===== src/fcpp_pkg.sv =====
// shared types and constants for the framed command packet parser
package fcpp_pkg;

	localparam int unsigned LEN_W   = 16;
	localparam int unsigned TIMER_W = 16;

	localparam logic [7:0] HDR_S     = 8'h53;
	localparam logic [7:0] HDR_C     = 8'h43;
	localparam logic [7:0] HDR_P     = 8'h50;
	localparam logic [7:0] HDR_A     = 8'h41;
	localparam logic [7:0] HDR_COLON = 8'h3A;

	localparam logic [TIMER_W-1:0] TIMEOUT_RESET = 16'd100;

	typedef enum logic [1:0] {
		KIND_PAYLOAD = 2'd0,
		KIND_EMPTY   = 2'd1,
		KIND_TIMEOUT = 2'd2
	} kind_t;

	typedef enum logic [3:0] {
		PH_HUNT    = 4'd0,
		PH_C       = 4'd1,
		PH_P       = 4'd2,
		PH_A       = 4'd3,
		PH_COLON   = 4'd4,
		PH_LEN_LO  = 4'd5,
		PH_LEN_HI  = 4'd6,
		PH_CMD     = 4'd7,
		PH_PAYLOAD = 4'd8
	} phase_t;

	typedef struct packed {
		logic       valid;
		kind_t      kind;
		logic [7:0] command;
		logic [7:0] payload;
		logic       last;
	} result_t;

endpackage


===== src/fcpp_core.sv =====
// frame state machine: header hunt, length, command, payload and timeout
module fcpp_core (
	input  logic                                clk,
	input  logic                                arst_n,
	input  logic                                step,
	input  logic                                mode,
	input  logic [7:0]                          rx_byte,
	input  logic [fcpp_pkg::TIMER_W-1:0]        timeout_ticks,
	output fcpp_pkg::result_t                   result
);
	import fcpp_pkg::*;

	phase_t             phase_q, phase_d;
	logic [LEN_W-1:0]   remaining_q, remaining_d;
	logic [7:0]         command_q, command_d;
	logic [TIMER_W-1:0] timer_q, timer_d;
	logic               running_q, running_d;
	logic               expired;

	function automatic logic [7:0] hdr_expect(input phase_t ph);
		logic [7:0] r;
		r = HDR_COLON;
		unique case (ph)
			PH_C:    r = HDR_C;
			PH_P:    r = HDR_P;
			PH_A:    r = HDR_A;
			default: r = HDR_COLON;
		endcase
		return r;
	endfunction

	assign expired = running_q && (timer_q <= TIMER_W'(1));

	always_comb begin
		phase_d     = phase_q;
		remaining_d = remaining_q;
		command_d   = command_q;
		timer_d     = timer_q;
		running_d   = running_q;
		if (step) begin
			if (mode) begin
				if (expired) begin
					phase_d     = PH_HUNT;
					remaining_d = '0;
					command_d   = '0;
					timer_d     = '0;
					running_d   = 1'b0;
				end else if (running_q) begin
					timer_d = timer_q - TIMER_W'(1);
				end
			end else begin
				unique case (phase_q)
					PH_HUNT: begin
						if (rx_byte == HDR_S) begin
							timer_d   = timeout_ticks;
							running_d = 1'b1;
							phase_d   = PH_C;
						end
					end
					PH_C, PH_P, PH_A, PH_COLON: begin
						if (rx_byte == hdr_expect(phase_q)) begin
							phase_d = phase_t'(phase_q + 4'd1);
						end else begin
							phase_d     = PH_HUNT;
							remaining_d = '0;
							command_d   = '0;
							timer_d     = '0;
							running_d   = 1'b0;
						end
					end
					PH_LEN_LO: begin
						remaining_d = {8'h00, rx_byte};
						phase_d     = PH_LEN_HI;
					end
					PH_LEN_HI: begin
						remaining_d = {rx_byte, remaining_q[7:0]};
						phase_d     = PH_CMD;
					end
					PH_CMD: begin
						if (remaining_q == '0) begin
							phase_d     = PH_HUNT;
							remaining_d = '0;
							command_d   = '0;
							timer_d     = '0;
							running_d   = 1'b0;
						end else begin
							command_d = rx_byte;
							phase_d   = PH_PAYLOAD;
						end
					end
					PH_PAYLOAD: begin
						if (remaining_q <= LEN_W'(1)) begin
							phase_d     = PH_HUNT;
							remaining_d = '0;
							command_d   = '0;
							timer_d     = '0;
							running_d   = 1'b0;
						end else begin
							remaining_d = remaining_q - LEN_W'(1);
						end
					end
					default: begin
						phase_d     = PH_HUNT;
						remaining_d = '0;
						command_d   = '0;
						timer_d     = '0;
						running_d   = 1'b0;
					end
				endcase
			end
		end
	end

	always_comb begin
		result = '0;
		if (step) begin
			if (mode) begin
				if (expired) begin
					result.valid   = 1'b1;
					result.kind    = KIND_TIMEOUT;
					result.command = command_q;
					result.last    = 1'b1;
				end
			end else begin
				unique case (phase_q)
					PH_CMD: begin
						if (remaining_q == '0) begin
							result.valid   = 1'b1;
							result.kind    = KIND_EMPTY;
							result.command = rx_byte;
							result.last    = 1'b1;
						end
					end
					PH_PAYLOAD: begin
						result.valid   = 1'b1;
						result.kind    = KIND_PAYLOAD;
						result.command = command_q;
						result.payload = rx_byte;
						result.last    = (remaining_q <= LEN_W'(1));
					end
					default: begin
						result.valid = 1'b0;
					end
				endcase
			end
		end
	end

	always_ff @(posedge clk or negedge arst_n) begin
		if (!arst_n) begin
			phase_q     <= PH_HUNT;
			remaining_q <= '0;
			command_q   <= '0;
			timer_q     <= '0;
			running_q   <= 1'b0;
		end else begin
			phase_q     <= phase_d;
			remaining_q <= remaining_d;
			command_q   <= command_d;
			timer_q     <= timer_d;
			running_q   <= running_d;
		end
	end

endmodule


===== src/framed_command_packet_parser.sv =====
// top level: input register, frame state machine, output register
// an accepted item is held in the input register, its result in the output register
// throughput: one item per cycle unless the output stalls; each item is parsed in the
// single stage between the registers, and a stalled output holds one item in each
// reset: asynchronous, clears both stages and the frame state, timeout_ticks returns to 100
module framed_command_packet_parser (
	input  logic        clk,
	input  logic        arst_n,
	input  logic        s_axis_tvalid,
	output logic        s_axis_tready,
	input  logic [7:0]  s_axis_tdata,   // [7:0] rx_byte
	input  logic [0:0]  s_axis_tuser,   // [0] mode
	output logic        m_axis_tvalid,
	input  logic        m_axis_tready,
	output logic [15:0] m_axis_tdata,   // [7:0] command, [15:8] payload_byte
	output logic [1:0]  m_axis_tuser,   // [1:0] kind
	output logic        m_axis_tlast,
	input  logic        cfg_valid,
	output logic        cfg_ready,
	input  logic [15:0] cfg_data
);
	import fcpp_pkg::*;

	logic               valid_s1;
	logic               mode_s1;
	logic [7:0]         byte_s1;
	logic               valid_s2;
	kind_t              kind_s2;
	logic [7:0]         command_s2;
	logic [7:0]         payload_s2;
	logic               last_s2;
	logic [TIMER_W-1:0] timeout_q;
	logic               s2_free;
	logic               s1_adv;
	result_t            result;

	assign s2_free       = !valid_s2 || m_axis_tready;
	assign s1_adv        = valid_s1 && s2_free;
	assign s_axis_tready = !valid_s1 || s1_adv;
	assign cfg_ready     = 1'b1;

	always_ff @(posedge clk or negedge arst_n) begin
		if (!arst_n) begin
			timeout_q <= TIMEOUT_RESET;
		end else if (cfg_valid && cfg_ready) begin
			timeout_q <= cfg_data;
		end
	end

	always_ff @(posedge clk or negedge arst_n) begin
		if (!arst_n) begin
			valid_s1 <= 1'b0;
		end else if (s_axis_tready) begin
			valid_s1 <= s_axis_tvalid;
		end
	end

	always_ff @(posedge clk) begin
		if (s_axis_tvalid && s_axis_tready) begin
			mode_s1 <= s_axis_tuser[0];
			byte_s1 <= s_axis_tdata;
		end
	end

	fcpp_core u_core (
		.clk           (clk),
		.arst_n        (arst_n),
		.step          (s1_adv),
		.mode          (mode_s1),
		.rx_byte       (byte_s1),
		.timeout_ticks (timeout_q),
		.result        (result)
	);

	always_ff @(posedge clk or negedge arst_n) begin
		if (!arst_n) begin
			valid_s2 <= 1'b0;
		end else if (s2_free) begin
			valid_s2 <= result.valid;
		end
	end

	always_ff @(posedge clk) begin
		if (s2_free) begin
			kind_s2    <= result.kind;
			command_s2 <= result.command;
			payload_s2 <= result.payload;
			last_s2    <= result.last;
		end
	end

	assign m_axis_tvalid = valid_s2;
	assign m_axis_tdata  = {payload_s2, command_s2};
	assign m_axis_tuser  = kind_s2;
	assign m_axis_tlast  = last_s2;

endmodule


===== config.mk =====
export PLATFORM = sky130hd
export DESIGN_NAME = framed_command_packet_parser
export DESIGN_NICKNAME = d
export VERILOG_FILES = /design/src/fcpp_pkg.sv /design/src/fcpp_core.sv /design/src/framed_command_packet_parser.sv
export SDC_FILE = /design/constraint.sdc
export NUM_CORES = 1
export LEC_CHECK = 0
export BUFFER_PORTS_ARGS = -buffer_cell sky130_fd_sc_hd__buf_4
export CORE_MARGIN = 5
export CORE_UTILIZATION = 40
export DETAILED_ROUTE_END_ITERATION = 16
export GPL_ROUTABILITY_DRIVEN = 0
export SLEW_MARGIN = 20
export SYNTH_ARGS = -nofsm -noshare
export SYNTH_HDL_FRONTEND = slang
export SYNTH_HIERARCHICAL = 1
export SYNTH_SLANG_ARGS = --single-unit

===== constraint.sdc =====
create_clock -name clk -period 4 [get_ports clk]
set_clock_uncertainty 0.15 [all_clocks]
set_input_delay 0.4 -clock clk [delete_from_list [all_inputs] [get_ports clk]]
set_output_delay 0.4 -clock clk [all_outputs]
set_load 0.005 [all_outputs]

### Word-level counts from Yosys, hierarchy flattened

Index checks and enable logic that the tools add are counted.

* register bits after elaboration: 91
* input port bits: 30
* output and inout bits: 22
* word-level logic and storage cells: 109

* add/subtract/negate cells: 3
* order comparisons: 2
* eq/ne operators: 20
* muxes and demuxes: 48
* bitwise gates (word level): 2
* reductions and logical operators: 19

Operator list (number)
* $mux W16: 10
* $pmux W16 S6: 1
* $mux W8: 10
* $pmux W16 S5: 1
* $mux W11: 3
* $le A16 B1 Y1 const B: 2
* $pmux W8 S4: 1
* $sub A16 B1 Y16 const B: 2
* $mux W4: 6
* $pmux W4 S6: 1
* $pmux W7 S3: 1
* $mux W20: 1
* $pmux W10 S2: 1
* $eq A4 B3 Y1 const B: 4
* $logic_not A16 Y1: 1
* $reduce_and A7 Y1: 2
* $reduce_and A5 Y1: 2
* $mux W1: 9
* $ne A3 B2 Y1 const B: 3
* $eq A4 B2 Y1 const B: 2
* $eq A8 B7 Y1 const B: 1
* $eq A8 B8 Y1: 1
* $ne A2 B1 Y1 const B: 3
* $reduce_and A6 Y1: 1
* 17 further kinds: 25

### Depth between registers and ports, before layout

Gate-level depths: netlist of run 1.

* word-level depth: 9
* gate-level depth with buffers: 12
* mapped depth without buffers: 8

### Cells and area by module

Netlist of run 1, hierarchy kept.

Modules (own cells, without submodules)
* fcpp_core: instances 1, cells each 393, area an instance 3390.8 sq um, sequential area each 1126.1 sq um
* framed_command_packet_parser: instances 1, cells each 72, area an instance 1594.0 sq um, sequential area each 1295.0 sq um

### Worst setup path before layout of run 1

No wires, ideal clock.

* kind: register -> register
* from: register u_core.phase_q[0]
* to: register u_core.timer_q[11]
* library setup time: 125 ps
* arrival time: 2916 ps
* required time: 3725 ps
* setup slack: 808 ps
* cell stages (with the launch flop): 13
* path buffers: 4
* clock period less this slack: 3192 ps
* cells stage by stage: dfrtp_1 -> inv_1 -> ha_1 -> clkbuf_1 -> or2_2 -> and3_1 -> a2111oi_0 -> a31o_2 -> buf_2 -> or3_1 -> buf_6 -> buf_8 -> mux2_4

* longest elaborated chain between the ends: 8
* elaborated cells between the ends (all ways): 24
* those cells by class: eq/ne: 14; mux: 6; reduce/logical: 4

RTL lines
* from (decl): line fcpp_core.sv:13 `phase_t phase_q, phase_d;`
* from (signal assigned): line fcpp_core.sv:157 `phase_q <= phase_d;`
* $eq A4 B2 Y1 or $eq A4 B1 Y1 (tied branches): line fcpp_core.sv:23, fcpp_core.sv:52
* $pmux W7 S3: line fcpp_core.sv:23 `unique case (ph)`
* $mux W8: line fcpp_core.sv:52 `unique case (phase_q)`
* $mux W8: line fcpp_core.sv:41 `if (mode) begin`
* $mux W8: line fcpp_core.sv:40 `if (step) begin`
* $eq A8 B8 Y1: line fcpp_core.sv:61 `if (rx_byte == hdr_expect(phase_q)) begin`
* $ne A3 B3 Y1 (no line)
* $reduce_and A7 Y1 (no line)
* to (signal assigned): line fcpp_core.sv:160 `timer_q <= timer_d;`
* to (decl): line fcpp_core.sv:16 `logic [TIMER_W-1:0] timer_q, timer_d;`

Several ways; a longest one is shown, not always the timed one. The select of a mux whose other input is x is not followed.
A chain may end at the register's enable or synchronous reset.

### Worst setup path after layout of run 1

* from: register u_core.phase_q[0]
* to: register u_core.timer_q[8]

The elaborated chain is that of the path after synthesis.

==> results of run 1 <==
[report_power, final]
group | leakage, uW | switching, uW | total [uW] | internal (uW)
logic | 0.00115 | 400 | 717 | 317
clock network | 0.000141 | 385 | 830 | 445
registers | 0.00113 | 116 | 1200 | 1080
[state kept, by name (all words and copies together), names as in the netlist]
| signal | flops |
|---|---|
| timeout_q | 16 |
| u_core/remaining_q | 16 |
| u_core/timer_q | 16 |
| byte_s1 | 8 |
| command_s2 | 8 |
| payload_s2 | 8 |
| u_core/command_q | 8 |
| u_core/phase_q | 4 |
| m_axis_tuser | 2 |
| m_axis_tlast | 1 |
| m_axis_tvalid | 1 |
| mode_s1 | 1 |
| u_core/running_q | 1 |
| valid_s1 | 1 |
[cell usage after synthesis, types with 5 or more instances]
| cell | n | area share (%) |
|---|---|---|
| nand3_1 | 5 | 0.50 |
| clkbuf_1 | 16 | 1.2 |
| a21oi_1 | 18 | 1.8 |
| edfxtp_1 | 28 | 17 |
| nor3_1 | 19 | 1.9 |
| mux2_4 | 11 | 3.3 |
| nor4_1 | 14 | 1.8 |
| nand2b_1 | 6 | 0.75 |
| a22oi_1 | 12 | 1.8 |
| xor2_1 | 9 | 1.6 |
| nor2_1 | 33 | 2.5 |
| inv_1 | 12 | 0.90 |
| o21ai_0 | 29 | 2.9 |
| mux2_2 | 15 | 3.4 |
| ha_1 | 9 | 2.3 |
| dfrtp_1 | 60 | 30 |
| nand2_1 | 29 | 2.2 |
| and2_1 | 13 | 1.6 |
| o41ai_1 | 6 | 1.1 |
| or3_1 | 7 | 0.88 |
| a22o_1 | 8 | 1.4 |
| a32o_1 | 8 | 1.6 |
| xnor2_1 | 6 | 1.1 |
[metrics by stage]
stage | setup WS, ns | hold slack (ns)
6_report | 0.508 | -0.0314
5_1_grt | 0.415 | 0.0420
3_3_place_gp | 0.701 | 0.342
3_5_place_dp | 0.584 | 0.343
4_1_cts | 0.561 | 0.0157
2_1_floorplan | 0.808 | -0.0456
[layer usage]
metal  vias to the layer above  part of all wire [%]  track usage [%]
li1                       1842                     -                -
met1                      1990                    44             22.6
met2                       121                    50             28.8
met3                        19                   5.3             3.95
met4                         0                   1.3             6.30
met5                         -                     0                0
[layout make-up]
type	instances	area, um2
Sequential cell	91	2420
Tap cell	168	210
Multi-Input combinational cell	335	2360
Timing Repair Buffer	57	428
Inverter	12	45.0
Clock buffer	10	239
Clock inverter	6	46.3
Fill cell	1150	6360
[cell families (layout without fill, tap and decap cells)]
kind of cell | Yosys count | count (layout) | synth area share [%]
flops | 91 | 91 | 48.6
compound gates | 123 | 123 | 17.6
simple gates | 157 | 157 | 17.2
other cells | 1 | 1 | 0.0752
fa+ha+maj | 9 | 9 | 2.26
mux | 30 | 30 | 7.51
buf+inv | 39 | 85 | 4.09
xor+xnor | 15 | 15 | 2.64
[worst reg2reg max path: stages, from the launching register on]
cell and delay, ns:
dfrtp_1 0.42, inv_1 0.10, ha_1 0.31, or2_2 0.33, and3_1 0.18, a2111oi_0 0.39
buf_4 0.22, a31o_2 0.26, or3_1 0.61, mux2_2 0.42
[worst min path at each step]
| stage | start | endpoint | slack [ns] | depth (start not counted) |
|---|---|---|---|---|
| 2_1_floorplan | arst_n | m_axis_tvalid | -0.05 | 0 |
| 3_3_place_gp | u_core/timer_q[5] | u_core/timer_q[5] | 0.34 | 2 |
| 3_5_place_dp | timeout_q[7] | timeout_q[7] | 0.34 | 1 |
| 4_1_cts | arst_n | u_core/command_q[5] | 0.02 | 1 |
| 5_1_grt | arst_n | u_core/command_q[5] | 0.04 | 1 |
| 6_report | arst_n | u_core/command_q[5] | -0.03 | 1 |
==> key figures, run 1 <==
Setup path
  – Beginning of the worst register-to-register path: u_core/phase_q[0]
  – Critical path class: flop to flop
  – Worst EP required: 4.08 ns
  – Largest stage delay, worst path: 0.61 ns
  – Critical Path Stages: 9
  – Reg2reg end: u_core/timer_q[8]
  – Crit end category: flop
  – Critical path origin: u_core/phase_q[0]
  – CP cell instances: inv_1 -> ha_1 -> or2_2 -> and3_1 -> a2111oi_0 -> buf_4 -> a31o_2 -> or3_1 -> mux2_2
  – R2R Setup Slk: 0.51 ns
  – Data arrival, critical path: 3.57 ns
  – CP max-delay cell: or3_1
  – R2R cell count: 9
  – Largest fanout on the critical path: 16
  – Worst setup SP type: flop
  – Critical path's top delay family: simple AND/OR/NAND/NOR gates
  – CP endpoint: u_core/timer_q[8]
  – CP Buf/Inv Count: 2

Routing
  – Vias per inst: 5.85
  – DRC viols: 0
  – DRT iter0 DRCs: 338
  – Via count: 3,972
  – Avg WL per Cell: 18.4 um
  – DR pass1 iterations: 5
  – Antenna-violating nets left: 0
  – Drt total wl: 12,500 um

Die
  – Initial Util: 41.2%
  – I/O pin count: 52
  – Die Area: 14,800 um2
  – Row Count: 40
  – Vert. Die Dim: 122 um
  – Die X: 122 um
  – Core Footprint: 12,100 um2

Job
  – Max_cap viols: 0

Layout
  – Final nets: 545
  – Area Growth Syn to Fin: 15.3%
  – Post-layout util: 47.5%
  – Most common cell after layout, fill and taps aside: dfrtp_1
  – Share of cells above drive strength 1: 22.9%
  – Finished Layout Cells: 679
  – Commonest non-fill, non-tap cells in the layout: dfrtp_1 (60), buf_4 (57), nor2_1 (33), nand2_1 (29), o21ai_0 (29)
  – Post-route cell area: 5750 um2
  – # diodes: 0

Yosys
  – Mapped Area: 4980 um2
  – Yosys warnings: 6
  – Post-synth EDFFs: 28
  – Seq/Total Area, Yosys: 48.6%
  – Synth Flop Type: dfrtp_1
  – Syn Inst Count: 465
  – Mean Syn Cell Area: 10.7 um2
  – Synth Register Bits: 91
  – Post-synth ARST share: 69.2%
  – Mapped Nets: 504
  – Post-synth cell types: 74

CTS
  – PostCTS Resize Cnt: 0
  – CTS Buffer Depth: 2
  – Cts hold-fix bufs: 0
  – Cts bufs inserted: 9
  – CTS sink count: 91
  – Post-CTS Setup Bufs: 0
  – Root Driver: clkbuf_16
  – Clock transition at the registers of the reported paths: 0.07 ns
  – H-Tree Depth: 3
  – TritonCTS clock tree: yes
  – Worst skew pair latency: 0.35 ns

Placed design
  – HPWL after DPL: 8750 um
  – Post-Place Cell Area: 5460 um2
  – Port bufs: 50
  – Dpl cells: 663

GRT
  – Total congestion overflow: 0
  – Largest net degree at the start of global routing: 64
  – Vias in the first global route: 3,907
  – Antenna violations before repair: 0
  – First-pass GRT wire length: 20,300 um
  – Overall Global Routing Usage: 17.5%

Pwr
  – Tot Pwr: 2740 uW
  – Power density over the cells: 477 nW/um2
  – VDD IR max: 0.378 mV
  – P_leak: 0.00241 uW

STA
  – Max Slew Vio Count: 0
  – Final setup fails: 0
  – FMAX: 286 MHz
  – Tcrit/Tclk final: 87.3%
  – Worst-Margin Slew: 0.874 ns
  – Slew headroom: 41.3%
  – Hold Slack: -0.0314 ns
  – Final min period: 3.49 ns
  – Hold Fails Final Rpt: 21
  – RSZ-0062 raised after global routing: no
  – Final TNS setup: 0 ns

Run status
  – Failing checks: negative hold slack
  – Status: finished, violations left

Min path
  – Worst hold path class: primary input to async pin
(Power assumes the default switching activity.)
==> run 2, diff against run 1 <==
ABC_AREA = 1   (was default)
GPL_TIMING_DRIVEN = 0   (was default)
==> key figures, run 2 <==
Setup path
  – CP Buf/Inv Count: 3 (+1)
  – Beginning of the worst register-to-register path: u_core/phase_q[0]
  – CP cell instances: inv_1 -> ha_1 -> inv_1 -> nor3_1 -> inv_2 -> a21oi_1 -> nand2_1 -> o21ai_0
  – CP most frequent cell: inv_1
  – Reg2reg end: command_s2[0]
  – Critical path's top delay family: simple AND/OR/NAND/NOR gates
  – R2R Setup Slk: 1.27 ns (+0.76 ns)
  – Crit end category: flop
  – Worst EP required: 4.03 ns (-0.05 ns)
  – Largest fanout on the critical path: 10 (-6)
  – CP max-delay cell: nor3_1
  – R2R cell count: 8 (-1)
  – Worst setup SP type: flop
  – Largest stage delay, worst path: 0.58 ns (-0.03 ns)
  – Data arrival, critical path: 2.76 ns (-0.81 ns)
  – Critical path class: flop to flop

STA
  – Final TNS setup: 0 ns (unchanged)
  – Worst-Margin Slew: 0.923 ns (+0.0492 ns)
  – Final min period: 2.73 ns (-0.763 ns)
  – Final setup fails: 0 (unchanged)
  – Hold Fails Final Rpt: 15 (-29%)
  – FMAX: 366 MHz (+28%)
  – Hold Slack: -0.00932 ns (+0.0221 ns)
  – Max Slew Vio Count: 0 (unchanged)
  – Tcrit/Tclk final: 68.2% (-19 points)
  – Slew headroom: 37.9% (-3.3 points)
  – RSZ-0062 raised after global routing: no

Die
  – I/O pin count: 52 (unchanged)
  – Row Count: 42 (+5.0%)
  – Die Area: 16,200 um2 (+9.6%)
  – Initial Util: 41.2% (+0.088 points)
  – Die X: 127 um (+4.7%)
  – Vert. Die Dim: 127 um (+4.7%)
  – Core Footprint: 13,300 um2 (+10%)

Pwr
  – P_leak: 0.00316 uW (+31%)
  – Clock network power share: 30.6% (+0.4 points)
  – Combinational share of power: 30.4% (+4.3 points)
  – VDD IR max: 0.229 mV (-39%)
  – Sequential Power Share: 39.0% (-4.6 points)
  – Switching power share of the total: 35.7% (+2.9 points)
  – NetSw: 1100 uW (+22%)
  – Power density over the cells: 480 nW/um2 (+0.45%)
  – Internal: 1990 uW (+7.7%)
  – Tot Pwr: 3090 uW (+12%)

Routing
  – Vias per inst: 5.03 (-14%)
  – DRT iter0 DRCs: 421 (+25%)
  – Via count: 4,890 (+23%)
  – Avg WL per Cell: 14.5 um (-21%)
  – DRC viols: 0 (unchanged)
  – DR pass1 iterations: 5 (unchanged)
  – Antenna-violating nets left: 0 (unchanged)
  – Drt total wl: 14,100 um (+13%)

Layout
  – Area Growth Syn to Fin: 16.9%
  – Most common cell after layout, fill and taps aside: nand2_1
  – Share of cells above drive strength 1: 15.8% (-7.1 points)
  – Commonest non-fill, non-tap cells in the layout: nand2_1 (251), nor2_1 (79), inv_1 (75), dfrtp_1 (60), buf_4 (53)
  – Final nets: 831 (+52%)
  – # diodes: 0 (unchanged)
  – Top flop regs: timeout_q x16, u_core/remaining_q x16, u_core/timer_q x16

CTS
  – Root Driver: clkbuf_16
  – TritonCTS clock tree: yes
  – CTS Buffer Depth: 2 (unchanged)
  – Cts bufs inserted: 9 (unchanged)
  – Worst skew pair latency: 0.35 ns (about the same)
  – PostCTS Resize Cnt: 0 (unchanged)
  – CTS sink count: 91 (unchanged)
  – H-Tree Depth: 3 (unchanged)
  – Cts hold-fix bufs: 0 (unchanged)
  – Clock transition at the registers of the reported paths: 0.07 ns (about the same)
  – Post-CTS Setup Bufs: 0 (unchanged)

Yosys
  – Commonest cells in the netlist: nand2_1 (251), nor2_1 (79), inv_1 (75), dfrtp_1 (60), o21ai_0 (44)
  – Top post-synthesis cells by area: dfrtp_1 (27%), nand2_1 (17%), edfxtp_1 (15%)
  – Mapped Area: 5510 um2 (+10%)
  – Most frequent cell after synthesis: nand2_1
  – Mapped Nets: 770 (+53%)
  – Synth top area share: 27.3% (-2.8 points)
  – Post-synth cell types: 42 (-43%)
  – Synth Register Bits: 91 (unchanged)
  – Post-synth top area cell: dfrtp_1
  – Post-synth ARST share: 69.2% (unchanged)
  – Synth Flop Type: dfrtp_1
  – Seq/Total Area, Yosys: 44.0% (-4.6 points)
  – Yosys warnings: 6 (unchanged)
  – Mean Syn Cell Area: 7.53 um2 (-30%)
  – Post-synth EDFFs: 28 (unchanged)
  – Syn Inst Count: 731 (+57%)

GRT
  – Antenna violations before repair: 0 (unchanged)
  – Vias in the first global route: 4,707 (+20%)
  – Largest net degree at the start of global routing: 64 (unchanged)
  – Total congestion overflow: 0 (unchanged)
  – Overall Global Routing Usage: 18.2% (+0.71 points)
  – First-pass GRT wire length: 23,700 um (+17%)

Run status
  – Status: finished, violations left
  – Failing checks: negative hold slack

Job
  – Max_cap viols: 0 (unchanged)

Placed design
  – Port bufs: 50 (unchanged)
  – HPWL after DPL: 10,500 um (+20%)

Min path
  – Worst hold path class: primary input to async pin
-- run 2: cell type report --
| cell class | instances | area (um2) |
|---|---|---|
| Clock inverter | 5 | 61.3 |
| Clock buffer | 11 | 275 |
| Fill cell | 1335 | 6910 |
| Tap cell | 176 | 220 |
| Sequential cell | 91 | 2420 |
| Timing Repair Buffer | 50 | 375 |
| Inverter | 81 | 304 |
| Multi-Input combinational cell | 541 | 2650 |
| Buffer | 18 | 130 |
-- run 2: power groups by stage --
stage,logic [uW],registers (uW),clock network [uW]
global placement,920,1220,0
global route,1080,1220,1010
finish,937,1200,946
detailed placement,930,1220,0
CTS,935,1200,966
floorplan,700,1190,0
-- run 2: layer usage --
metal	vias up	GRT usage (%)	part of all wire [%]
met3	16	3.42	6.3
met5	-	0	0
li1	2484	-	-
met2	143	26.7	42
met4	0	6.06	1.7
met1	2247	26.9	50
-- run 2: metrics by stage --
| stage | utilization (%) | hold slack, ns | worst slack, ns | cells | instance area (um2) |
|---|---|---|---|---|---|
| 3_5_place_dp | 45.7 | 0.309 | 1.22 | 957 | 6100 |
| 6_report | 48.2 | -0.00932 | 1.27 | 973 | 6440 |
| 2_1_floorplan | - | -0.0456 | 1.93 | 731 | 5510 |
| 4_1_cts | 48.2 | 0.0332 | 1.31 | 973 | 6440 |
| 3_3_place_gp | 45.7 | 0.308 | 1.25 | 957 | 6100 |
| 5_1_grt | 48.2 | 0.0576 | 1.01 | 973 | 6440 |
-- run 2: how the worst max path moves through the flow --
stage | startpoint | endpoint | depth (start not counted)
6_report | u_core/phase_q[0] | command_s2[0] | 8
2_1_floorplan | m_axis_tready | u_core/timer_q[9] | 10
4_1_cts | m_axis_tvalid | u_core/timer_q[11] | 9
3_5_place_dp | m_axis_tready | u_core/timer_q[1] | 11
3_3_place_gp | m_axis_tready | u_core/timer_q[1] | 11
5_1_grt | u_core/phase_q[0] | command_s2[0] | 8
-- run 2: cells by family after synthesis --
logic type               synth area share [%]
AO/OA/AOI/OAI                            9.57
buffers and inverters                    7.89
flip-flops                               44.0
XOR/XNOR                                 2.07
AND/OR/NAND/NOR                          34.4
other                                  0.0681
adder cells (fa/ha/maj)                  2.05
-- run 2: worst reg2reg max path, stage by stage, from the launching register on --
cell,delay [ns]
dfrtp_1,0.42
inv_1,0.14
ha_1,0.26
inv_1,0.06
nor3_1,0.58
inv_2,0.21
a21oi_1,0.52
nand2_1,0.13
o21ai_0,0.10
==> run 3, diff against run 2 <==
ABC_AREA = 0   (was 1)
clock period = 2.5 ns   (was 4 ns; I/O delays follow)
==> key figures, run 3 (synthesis results as in run 1) <==
Layout
  – Most common cell after layout, fill and taps aside: buf_4
  – Share of cells above drive strength 1: 32.2% (+16 points)
  – # diodes: 0 (unchanged)
  – Area Growth Syn to Fin: 33.6%
  – Multi-input logic area: 2660 um2 (+0.28%)
  – Seq. cell area: 2420 um2 (+0.16%)
  – Final nets: 615 (-26%)
  – Top flop regs: timeout_q x16, u_core/remaining_q x16, u_core/timer_q x16
  – Commonest non-fill, non-tap cells in the layout: buf_4 (74), dfrtp_1 (57), nor2_1 (33), edfxtp_1 (28), nand2_1 (28)
  – Post-route cell area: 6660 um2 (+3.5%)
  – Fillers: 1,089 (-18%)

Run status
  – Failing checks: negative setup slack
  – Status: finished, violations left

STA
  – Hold Slack: 0.0479 ns (+0.0572 ns)
  – Worst-Margin Slew: 0.840 ns (-0.0826 ns)
  – Final setup fails: 53 (+53)
  – Max Slew Vio Count: 0 (unchanged)
  – Final min period: 2.95 ns (+0.221 ns)
  – Hold Fails Final Rpt: 0 (-15)
  – Tcrit/Tclk final: 118% (+50 points)
  – Slew headroom: 44.0% (+6.1 points)
  – Slack of the critical path: -0.450 ns (-1.72 ns)
  – FMAX: 339 MHz (-7.5%)
  – Final TNS setup: -15.40 ns (-15.40 ns)
  – RSZ-0062 raised after global routing: yes

Setup path
  – CP most frequent cell: or4_4
  – Largest stage delay, worst path: 0.56 ns (-0.02 ns)
  – Critical path class: flop to flop
  – Largest fanout on the critical path: 8 (-2)
  – CP max-delay cell: or4_4
  – Worst EP required: 2.58 ns (-1.45 ns)
  – Data arrival, critical path: 3.03 ns (+0.27 ns)
  – Crit end category: flop
  – Worst setup SP type: flop
  – CP cell instances: or4_4 -> or4_4 -> buf_4 -> o21bai_4 -> nand2_2 -> or3b_4 -> buf_6 -> a32o_1
  – CP Buf/Inv Count: 2 (-1)
  – Critical path's top delay family: simple AND/OR/NAND/NOR gates

Pwr
  – Tot Pwr: 4720 uW (+53%)
  – Power density over the cells: 708 nW/um2 (+48%)
  – P_leak: 0.00278 uW (-12%)
  – VDD IR max: 0.416 mV (+82%)

GRT
  – Vias in the first global route: 4,109 (-13%)
  – First-pass GRT wire length: 21,100 um (-11%)
  – Total congestion overflow: 0 (unchanged)
  – Largest net degree at the start of global routing: 64 (unchanged)
  – Antenna violations before repair: 0 (unchanged)
  – Overall Global Routing Usage: 18.0% (-0.17 points)

CTS
  – Worst skew pair latency: 0.35 ns (about the same)
  – Clock transition at the registers of the reported paths: 0.06 ns (about the same)
  – CTS sink count: 91 (unchanged)
  – Cts bufs inserted: 9 (unchanged)
  – CTS Buffer Depth: 2 (unchanged)
  – TritonCTS clock tree: yes
  – H-Tree Depth: 3 (unchanged)
  – Root Driver: clkbuf_16

Routing
  – Vias per inst: 5.67 (+13%)
  – DRT iter0 DRCs: 262 (-38%)
  – Avg WL per Cell: 17.5 um (+21%)
  – DR pass1 iterations: 5 (unchanged)
  – Drt total wl: 13,100 um (-6.7%)
  – DRC viols: 0 (unchanged)
  – Via count: 4,244 (-13%)
  – Antenna-violating nets left: 0 (unchanged)

Placed design
  – HPWL after DPL: 8530 um (-19%)
  – Worst slack at placement: -0.679 ns (-1.90 ns)
  – Post-Place Cell Area: 5620 um2 (-7.9%)
  – Port bufs: 49 (-2.0%)

Die
  – Vert. Die Dim: 122 um (-4.5%)
  – Die X: 122 um (-4.5%)
  – I/O pin count: 52 (unchanged)
  – Initial Util: 41.2% (-0.088 points)
  – Row Count: 40 (-4.8%)
  – Die Area: 14,800 um2 (-8.7%)
  – Core Footprint: 12,100 um2 (-9.3%)

Min path
  – Worst hold path class: primary input to flop

Job
  – Max_cap viols: 0 (unchanged)
[run 3: area by class of cell]
class | count | share of cell area (%)
Multi-Input combinational cell | 335 | 39.9
Buffer | 23 | 2.52
Clock buffer | 10 | 3.44
Tap cell | 168 | 3.16
Clock inverter | 6 | 0.601
Inverter | 12 | 0.676
Sequential cell | 91 | 36.4
Timing Repair Buffer | 104 | 13.3
[run 3: layer usage]
layer	global-route usage (%)	share of wire, %	up-vias
li1	-	-	1989
met1	22.6	42	2083
met2	30.7	50	147
met3	3.90	5.7	25
met4	6.30	1.7	0
met5	0	0	-
[run 3: final timing paths]
kind | startpoint | endpoint | slack [ns] | cells past startpoint
setup / recovery | u_core/remaining_q[7] | u_core/command_q[5] | -0.45 | 8
hold / removal | cfg_valid | timeout_q[15] | 0.05 | 2
setup reg to reg | u_core/remaining_q[7] | u_core/command_q[5] | -0.45 | 8
hold reg to reg | timeout_q[10] | timeout_q[10] | 0.36 | 1
max in group asynchronous | arst_n | u_core/phase_q[0] | 1.18 | 2
min in group asynchronous | arst_n | u_core/command_q[5] | 0.37 | 2
[run 3: power by group]
part	internal [uW]	switching (uW)
combinational	756	768
clock	674	570
sequential	1730	216
[run 3: what timing repair did]
action	4_1_cts	5_1_grt
pin swaps	12	19
cloned	0	1
buffers inserted	13	14
gates resized for setup	43	35
hold buffers	27	0
setup endpoints to repair	54	56
hold endpoints to repair	86	0
[run 3: per-stage QoR]
stage          cells  util (%)
2_1_floorplan    465         -
3_3_place_gp     682      46.4
3_5_place_dp     682      46.4
4_1_cts          736      53.1
5_1_grt          749      55.0
6_report         749      55.0
